File: config.mk
export PLATFORM = sky130hd
export DESIGN_NAME = cau_final
export DESIGN_NICKNAME = d
export VERILOG_FILES = /design/src/design/complex_arithmetic_unit_macros.svh /design/src/design/cau_pkg.sv /design/src/design/cau_final.sv
export SDC_FILE = /design/constraint.sdc
export NUM_CORES = 1
export LEC_CHECK = 0
export BUFFER_PORTS_ARGS = -buffer_cell sky130_fd_sc_hd__buf_2
export CAP_MARGIN = 20
export CORE_AREA = 2 2 166 168
export CTS_CLUSTER_DIAMETER = 50
export DETAILED_ROUTE_END_ITERATION = 16
export DIE_AREA = 0 0 168 170
export HOLD_SLACK_MARGIN = 0.05
export PLACE_DENSITY = 0.6
export SLEW_MARGIN = 15
export SYNTH_ARGS = -nofsm -noshare
export SYNTH_HDL_FRONTEND = slang
export SYNTH_SLANG_ARGS = --single-unit
File: constraint.sdc
create_clock -name clk -period 4.9 [get_ports clk]
set_input_delay 0.245 -clock clk [delete_from_list [all_inputs] [get_ports clk]]
set_output_delay 0.245 -clock clk [all_outputs]
set_load 0.1 [all_outputs]
File: src/design/complex_arithmetic_unit_macros.svh
// assertion helpers
`ifndef COMPLEX_ARITHMETIC_UNIT_MACROS_SVH
`define COMPLEX_ARITHMETIC_UNIT_MACROS_SVH
`ifndef SYNTHESIS
`define CAU_ASSERT(lbl, prop) lbl: assert property (@(posedge clk) disable iff (rst) prop) \
  else $error("assertion failed");
`define CAU_ASSERT_NEXT(lbl, a, b) lbl: assert property (@(posedge clk) disable iff (rst) \
  (a) |=> (b)) else $error("assertion failed");
`else
`define CAU_ASSERT(lbl, prop)
`define CAU_ASSERT_NEXT(lbl, a, b)
`endif
`endif

File: src/design/cau_pkg.sv
`timescale 1ns / 1ps
`default_nettype none
package cau_pkg;
  localparam int DW = 32;
  localparam int FB = 16;
  localparam int PW = 2 * DW;
  localparam int SW = PW + 1;
  localparam int QW = PW + FB + 1;
  localparam int VW = QW + 1;
  localparam int NCELL = QW;

  typedef enum logic [1:0] {
    ACT_ADD = 2'd0,
    ACT_SUB = 2'd1,
    ACT_MUL = 2'd2,
    ACT_DIV = 2'd3
  } action_t;

  typedef struct packed {
    logic [PW-1:0] rem;
    logic [QW-1:0] dq;
    logic          neg;
  } part_t;

  typedef struct packed {
    logic          valid;
    logic          is_div;
    logic          dz;
    logic [PW-1:0] den;
    part_t         re;
    part_t         im;
  } cell_t;

  typedef struct packed {
    logic [DW-1:0] res_re;
    logic [DW-1:0] res_im;
    logic          dz;
    logic          ovf;
  } result_t;

  function automatic logic signed [PW-1:0] sx(input logic signed [DW-1:0] a);
    return PW'(a);
  endfunction
endpackage
`default_nettype wire

File: src/design/cau_final.sv
`timescale 1ns / 1ps
`default_nettype none
module cau_final (
  input  wire logic       clk,
  input  wire logic       rst,
  input  wire logic       advance,
  input  cau_pkg::cell_t  cell_in,
  output logic            out_valid,
  output cau_pkg::result_t result
);
  logic signed [cau_pkg::VW-1:0] v_re, v_im;
  logic [cau_pkg::DW-1:0]        s_re, s_im;
  logic                          o_re, o_im;
  cau_pkg::result_t              result_next;

  function automatic logic signed [cau_pkg::VW-1:0] value(input cau_pkg::part_t p,
                                                          input logic is_div);
    logic signed [cau_pkg::VW-1:0] m;
    m = {1'b0, p.dq};
    if (is_div) begin
      return p.neg ? -m : m;
    end
    return cau_pkg::VW'($signed(p.dq));
  endfunction

  function automatic logic [cau_pkg::DW:0] sat(input logic signed [cau_pkg::VW-1:0] v);
    logic [cau_pkg::VW-cau_pkg::DW:0] top;
    top = v[cau_pkg::VW-1:cau_pkg::DW-1];
    if ((&top) || !(|top)) begin
      return {1'b0, v[cau_pkg::DW-1:0]};
    end
    return v[cau_pkg::VW-1] ? {2'b11, {(cau_pkg::DW-1){1'b0}}}
                            : {2'b10, {(cau_pkg::DW-1){1'b1}}};
  endfunction

  always_comb begin
    v_re          = value(cell_in.re, cell_in.is_div);
    v_im          = value(cell_in.im, cell_in.is_div);
    {o_re, s_re}  = sat(v_re);
    {o_im, s_im}  = sat(v_im);
    result_next   = '0;
    if (cell_in.is_div && cell_in.dz) begin
      result_next.dz = 1'b1;
    end else begin
      result_next.res_re = s_re;
      result_next.res_im = s_im;
      result_next.ovf    = o_re | o_im;
    end
  end

  always_ff @(posedge clk) begin
    if (rst) begin
      out_valid <= 1'b0;
    end else if (advance) begin
      out_valid <= cell_in.valid;
    end
    if (advance) begin
      result <= result_next;
    end
  end
endmodule
`default_nettype wire
* Word level (Yosys, flattened, before mapping)
Index checks and enable logic that the tools add are counted.
Cells by class: add/sub/neg operators 2, multipliers 0, div/mod/pow operators 0, order comparisons 0, equality and inequality tests 0, shift operators 0, mux-type cells 16, bitwise gates (word level) 1, reductions and logical operators 9
Operators with widths (number):
- 2-to-1 mux 82 bit | 6
- negator 81 -> 82 bit | 2
- 2-to-1 mux 33 bit | 4
- AND reduction 51 bit | 2
- OR reduction 51 bit | 2
- 2-to-1 mux 32 bit | 2
- 2-to-1 mux 1 bit | 4
- logical NOT 1 bit | 2
- logical OR 1 bit | 2
- logical AND 1 bit | 1
- bitwise OR 1 bit | 1
Word-level totals: register bits 67, latch bits 0, memory bits (writable) 0, bits in read-only memories 0, word-level logic and storage cells 33, memories kept 0

* Logic depth before layout (Yosys ltp)
word-level depth 10, gate-level depth with buffers 13

* Worst setup path before layout
Ideal clock, no wire load.
kind input to register, start in cell_in[152] in the netlist's numbering, end reg result[0] in the netlist's numbering (data pin), data arrival time 3.856 ns, path slack 0.789 ns, stages 11, path buffers 1, cells stage by stage nor4_2 -> nand3_2 -> nor4b_1 -> a31oi_1 -> xnor2_1 -> or4_1 -> or4_1 -> nor4_1 -> a21oi_2 -> buf_6 -> o21a_1
On the way: longest elaborated chain between the ends 10, elaborated cells on any way between the ends 11, classes of those cells 1 x add/sub; 5 x mux; 1 x bitwise; 4 x reduce/logical
RTL lines:
- from (decl) | line cau_final.sv:7 | input cau_pkg::cell_t cell_in,
- negator 81 -> 82 bit (*) | line cau_final.sv:21 | return p.neg ? -m : m;
- 2-to-1 mux 82 bit (*) | line cau_final.sv:21
- 2-to-1 mux 82 bit (*) | line cau_final.sv:20 | if (is_div) begin
- 2-to-1 mux 82 bit (*) | line cau_final.sv:23 | return cau_pkg::VW'($signed(p.dq));
- OR reduction 51 bit | line cau_final.sv:29 | if ((&top) || !(|top)) begin
- logical NOT 1 bit | line cau_final.sv:29
- logical OR 1 bit (*) | line cau_final.sv:29
- 2-to-1 mux 1 bit (*) | line cau_final.sv:29
- 2-to-1 mux 33 bit (*) | line cau_final.sv:32 | return v[cau_pkg::VW-1] ? {2'b11, {(cau_pkg::DW-1){1'b0}}}
- bitwise OR 1 bit (*) | line cau_final.sv:47 | result_next.ovf = o_re | o_im;
- to (signal assigned) | line cau_final.sv:58 | result <= result_next;
- to (decl) | line cau_final.sv:9 | output cau_pkg::result_t result
Mark *: on every way between the ends. The rest lies on a longest branch, timed or not. The select of a mux whose other input is x is not followed. A chain may end at the register's enable or synchronous reset.

* Worst setup path in the final report
start in cell_in[20] in the netlist's numbering, end reg result[19] in the netlist's numbering (data pin)
On the way: longest elaborated chain between the ends 9, elaborated cells on any way between the ends 11, classes of those cells 1 x add/sub; 6 x mux; 4 x reduce/logical
RTL lines (line):
- negator 81 -> 82 bit (*) | cau_final.sv:21
- 2-to-1 mux 82 bit (*) | cau_final.sv:21
- 2-to-1 mux 82 bit (*) | cau_final.sv:20
- 2-to-1 mux 82 bit (*) | cau_final.sv:23
- OR reduction 51 bit | cau_final.sv:29
- logical NOT 1 bit | cau_final.sv:29
- logical OR 1 bit | cau_final.sv:29
- 2-to-1 mux 1 bit | cau_final.sv:29
- 2-to-1 mux 33 bit (*) | cau_final.sv:32
Marked as above.

==> results.py <==
metrics = {
    "place": {
        "dp.final_hpwl_mm": 28.1,
        "io_buffers": 236,
        "gp_congestion": 1.05,
        "numPlacedInstances": 1595,
        "pre_cts_slack_ns": 0.383,
    },
    "sta": {
        "fin_skew_ns": 0,
        "worstMarginPinSlew_ns": 0.876,
        "fin_crit_ns": 4.28,
        "rsz0062_at_grt": "false",
        "setup_viol": 0,
        "drv_slew": 0,
        "fin_ws_ns": 0.619,
        "hold_viol_final": 0,
        "fin_tns_setup_ns": 0,
        "max-slew-margin-rel_pct": 41.6,
        "finalCritPeriodShare_pct": 87.4,
        "fmax_ghz": 0.234,
    },
    "critical_path": {
        "critPathKind": "input pin to flip-flop",
        "startpoint_type": "input pin",
        "regToRegSetupSlack_ns": 4.32,
        "cpMostUsedCell": "or4_1",
        "critPathSlowestCell": "or4_1",
        "end_kind": "flip-flop",
        "cp_cell_sequence": "buf_2 -> nor4_2 -> nand3b_1 -> or4_1 -> nand2_2 -> xnor2_1 -> or4_1 -> or4_1 -> or4_1 -> o21a_2 -> buf_12 -> o32ai_2",
        "crit_required_ns": 5.04,
        "arrival_ns": 4.42,
        "crit_path_max_incr_delay_ns": 0.73,
        "critical_path.top_delay_family": "simple AND/OR/NAND/NOR gates",
        "r2r-end": "out_valid",
        "r2r-start": "out_valid",
        "crit_buf_inv": 2,
        "worst-r2r-cell-count": 2,
        "path_max_fanout": 22,
    },
    "clocking": {
        "cts_resized": 0,
        "clk_path_buf_depth": 2,
        "tritoncts": "built",
        "cts_buffers": 9,
        "hold_buffers": 0,
        "cts_sinks": 67,
        "post_cts_buffers": 0,
        "clkTransAtPathRegs_ns": 0.06,
        "htree_num_levels": 3,
        "cts_root_buffer": "clkbuf_16",
        "clock_latency_ns": 0.32,
    },
    "routing": {
        "wire_per_inst_microns": 21.5,
        "vias_per_cell": 6.01,
        "drt_iter0_markers": 1002,
        "finalWirelength_mm": 34.7,
        "num_vias": 9688,
        "dr.pass1.iters": 5,
        "detail-route-antenna-nets": 0,
        "drc": 0,
    },
    "synth": {
        "avgSynthCellArea_sq_um": 8.23,
        "synth_ff_type": "edfxtp_1",
        "netlist.area_leader.share_pct": 23.7,
        "synth_edf_count": 66,
        "synthArstFlopShare_pct": 0,
        "synthTopCellsByArea": "edfxtp_1 24%, xnor2_1 10%, o32ai_2 5.6%",
        "synth_fp_nets": 1379,
        "ys_seq_area_share_pct": 24.0,
        "yosys.area.top_type": "edfxtp_1",
        "synth_seq_cells": 67,
        "yosysUniqueCellTypes": 68,
        "syn-cell-area_sq_mm": 0.00835,
        "synth-warning-count": 0,
        "synth_cells": 1015,
    },
    "min_path": {
        "min_delay_path_depth": 2,
        "holdPathEnd": "out_valid",
        "worstHoldStart": "rst",
        "hp-class": "input pin to flip-flop",
    },
    "outcome": {
        "outcome": "finished, final reports clean",
    },
    "floorplan": {
        "die_h_microns": 170,
        "rows": 60,
        "core-area_sq_mm": 0.0267,
        "pin_count": 429,
        "dieArea_sq_mm": 0.0286,
        "start_util_pct": 31.3,
        "die_w_microns": 168,
    },
    "finish": {
        "mostFrequentLayoutCells": "236 x buf_2, 99 x xnor2_1, 92 x nor2_1",
        "utilization_pct": 39.5,
        "fin_nets": 1629,
        "drive_gt1_share_pct": 29.8,
        "mostFrequentLayoutCell": "buf_2",
        "area_growth_pct": 26.0,
        "nFillCells": 2757,
        "instances_no_fill": 1613,
    },
    "grt": {
        "grt_max_degree": 68,
        "grt_pass1_wl_mm": 53.3,
        "grt_util_all_layers_pct": 23.7,
        "grt.overflow.total": 0,
        "grt_pass1_vias": 9092,
        "antenna_found_initial": 2,
    },
    "job": {
        "max_cap_viol_count": 0,
    },
    "pwr": {
        "power-per-cell-area_mw_per_mm2": 232,
        "ir_worst_vdd_mv": 0.167,
        "p_leak_nw": 3.53,
    },
}
-- cell type report --
class                   count  area [sq um]  area share [%]
inverters                  16          60.1           0.571
repair buffers            300          1700            16.2
multi-input cells         871          6000            57.1
well taps                 341           427            4.06
clock buffers              12           267            2.53
clock inverters             4          55.1           0.523
diodes                      2          5.00          0.0476
flip-flops and latches     67          2000            19.0
-- cell usage after synthesis, types with 8 or more instances --
cell	n
inv_1	16
nand2_1	61
nor4_2	8
mux2i_1	9
o21ai_0	15
o31ai_1	47
nand3b_1	8
nor3_1	69
a31oi_1	45
clkbuf_1	43
nand3_1	29
o32ai_2	29
nor4_1	74
xnor2_1	99
edfxtp_1	66
or3_1	14
nand4b_1	11
or4_1	21
xor2_1	50
nor2_1	92
a41oi_1	13
a21oi_1	45
buf_6	9
nand4_1	35
-- cells by family (layout without fill, tap and decap cells) --
| group | after synthesis | after routing | synth area share, % |
|---|---|---|---|
| compound gates | 234 | 234 | 22.1 |
| xor+xnor | 149 | 149 | 15.6 |
| fa+ha+maj | 2 | 2 | 0.300 |
| buf+inv | 77 | 332 | 4.39 |
| flops | 67 | 67 | 24.0 |
| mux | 12 | 12 | 1.48 |
| other cells | 0 | 2 | 0 |
| simple gates | 474 | 474 | 32.1 |
-- worst max-delay path by stage --
stage                 end          from  cells past startpoint  slack (ns)
6_report       result[19]   cell_in[20]                     12        0.62
5_1_grt        result[17]   cell_in[20]                     12        0.50
4_1_cts         result[2]    cell_in[6]                     13        0.72
3_5_place_dp   result[12]    cell_in[6]                     13        0.38
3_3_place_gp    result[2]   cell_in[35]                     13        0.37
2_1_floorplan   result[0]  cell_in[152]                     11        0.79
-- where the power goes --
group / leakage (nW) / internal, mW / switching (mW)
combinational: 2.73 / 0.260 / 0.786
sequential: 0.649 / 0.696 / 0.0123
clock: 0.156 / 0.439 / 0.251
-- routing by layer --
metal	up-vias	routed length, microns	global-route usage (%)
met5	-	0	0
met2	510	14600	35.4
met3	33	2970	3.40
met1	4609	16700	35.6
met4	0	427	5.29
li1	4536	-	-
-- sequential cells by signal, summed over array words and instances, names as in the netlist --
name / count
out_valid: 1
result: 66
-- through the flow --
step	total power, mW	cell area, sq um	hold slack, ns
2_1_floorplan	1.45	8350	0.317
6_report	2.44	10500	0.0703
5_1_grt	2.54	10500	0.0626
3_5_place_dp	1.76	10200	0.406
4_1_cts	2.45	10500	0.0546
3_3_place_gp	1.75	10200	0.408
(Power assumes the default switching activity.)
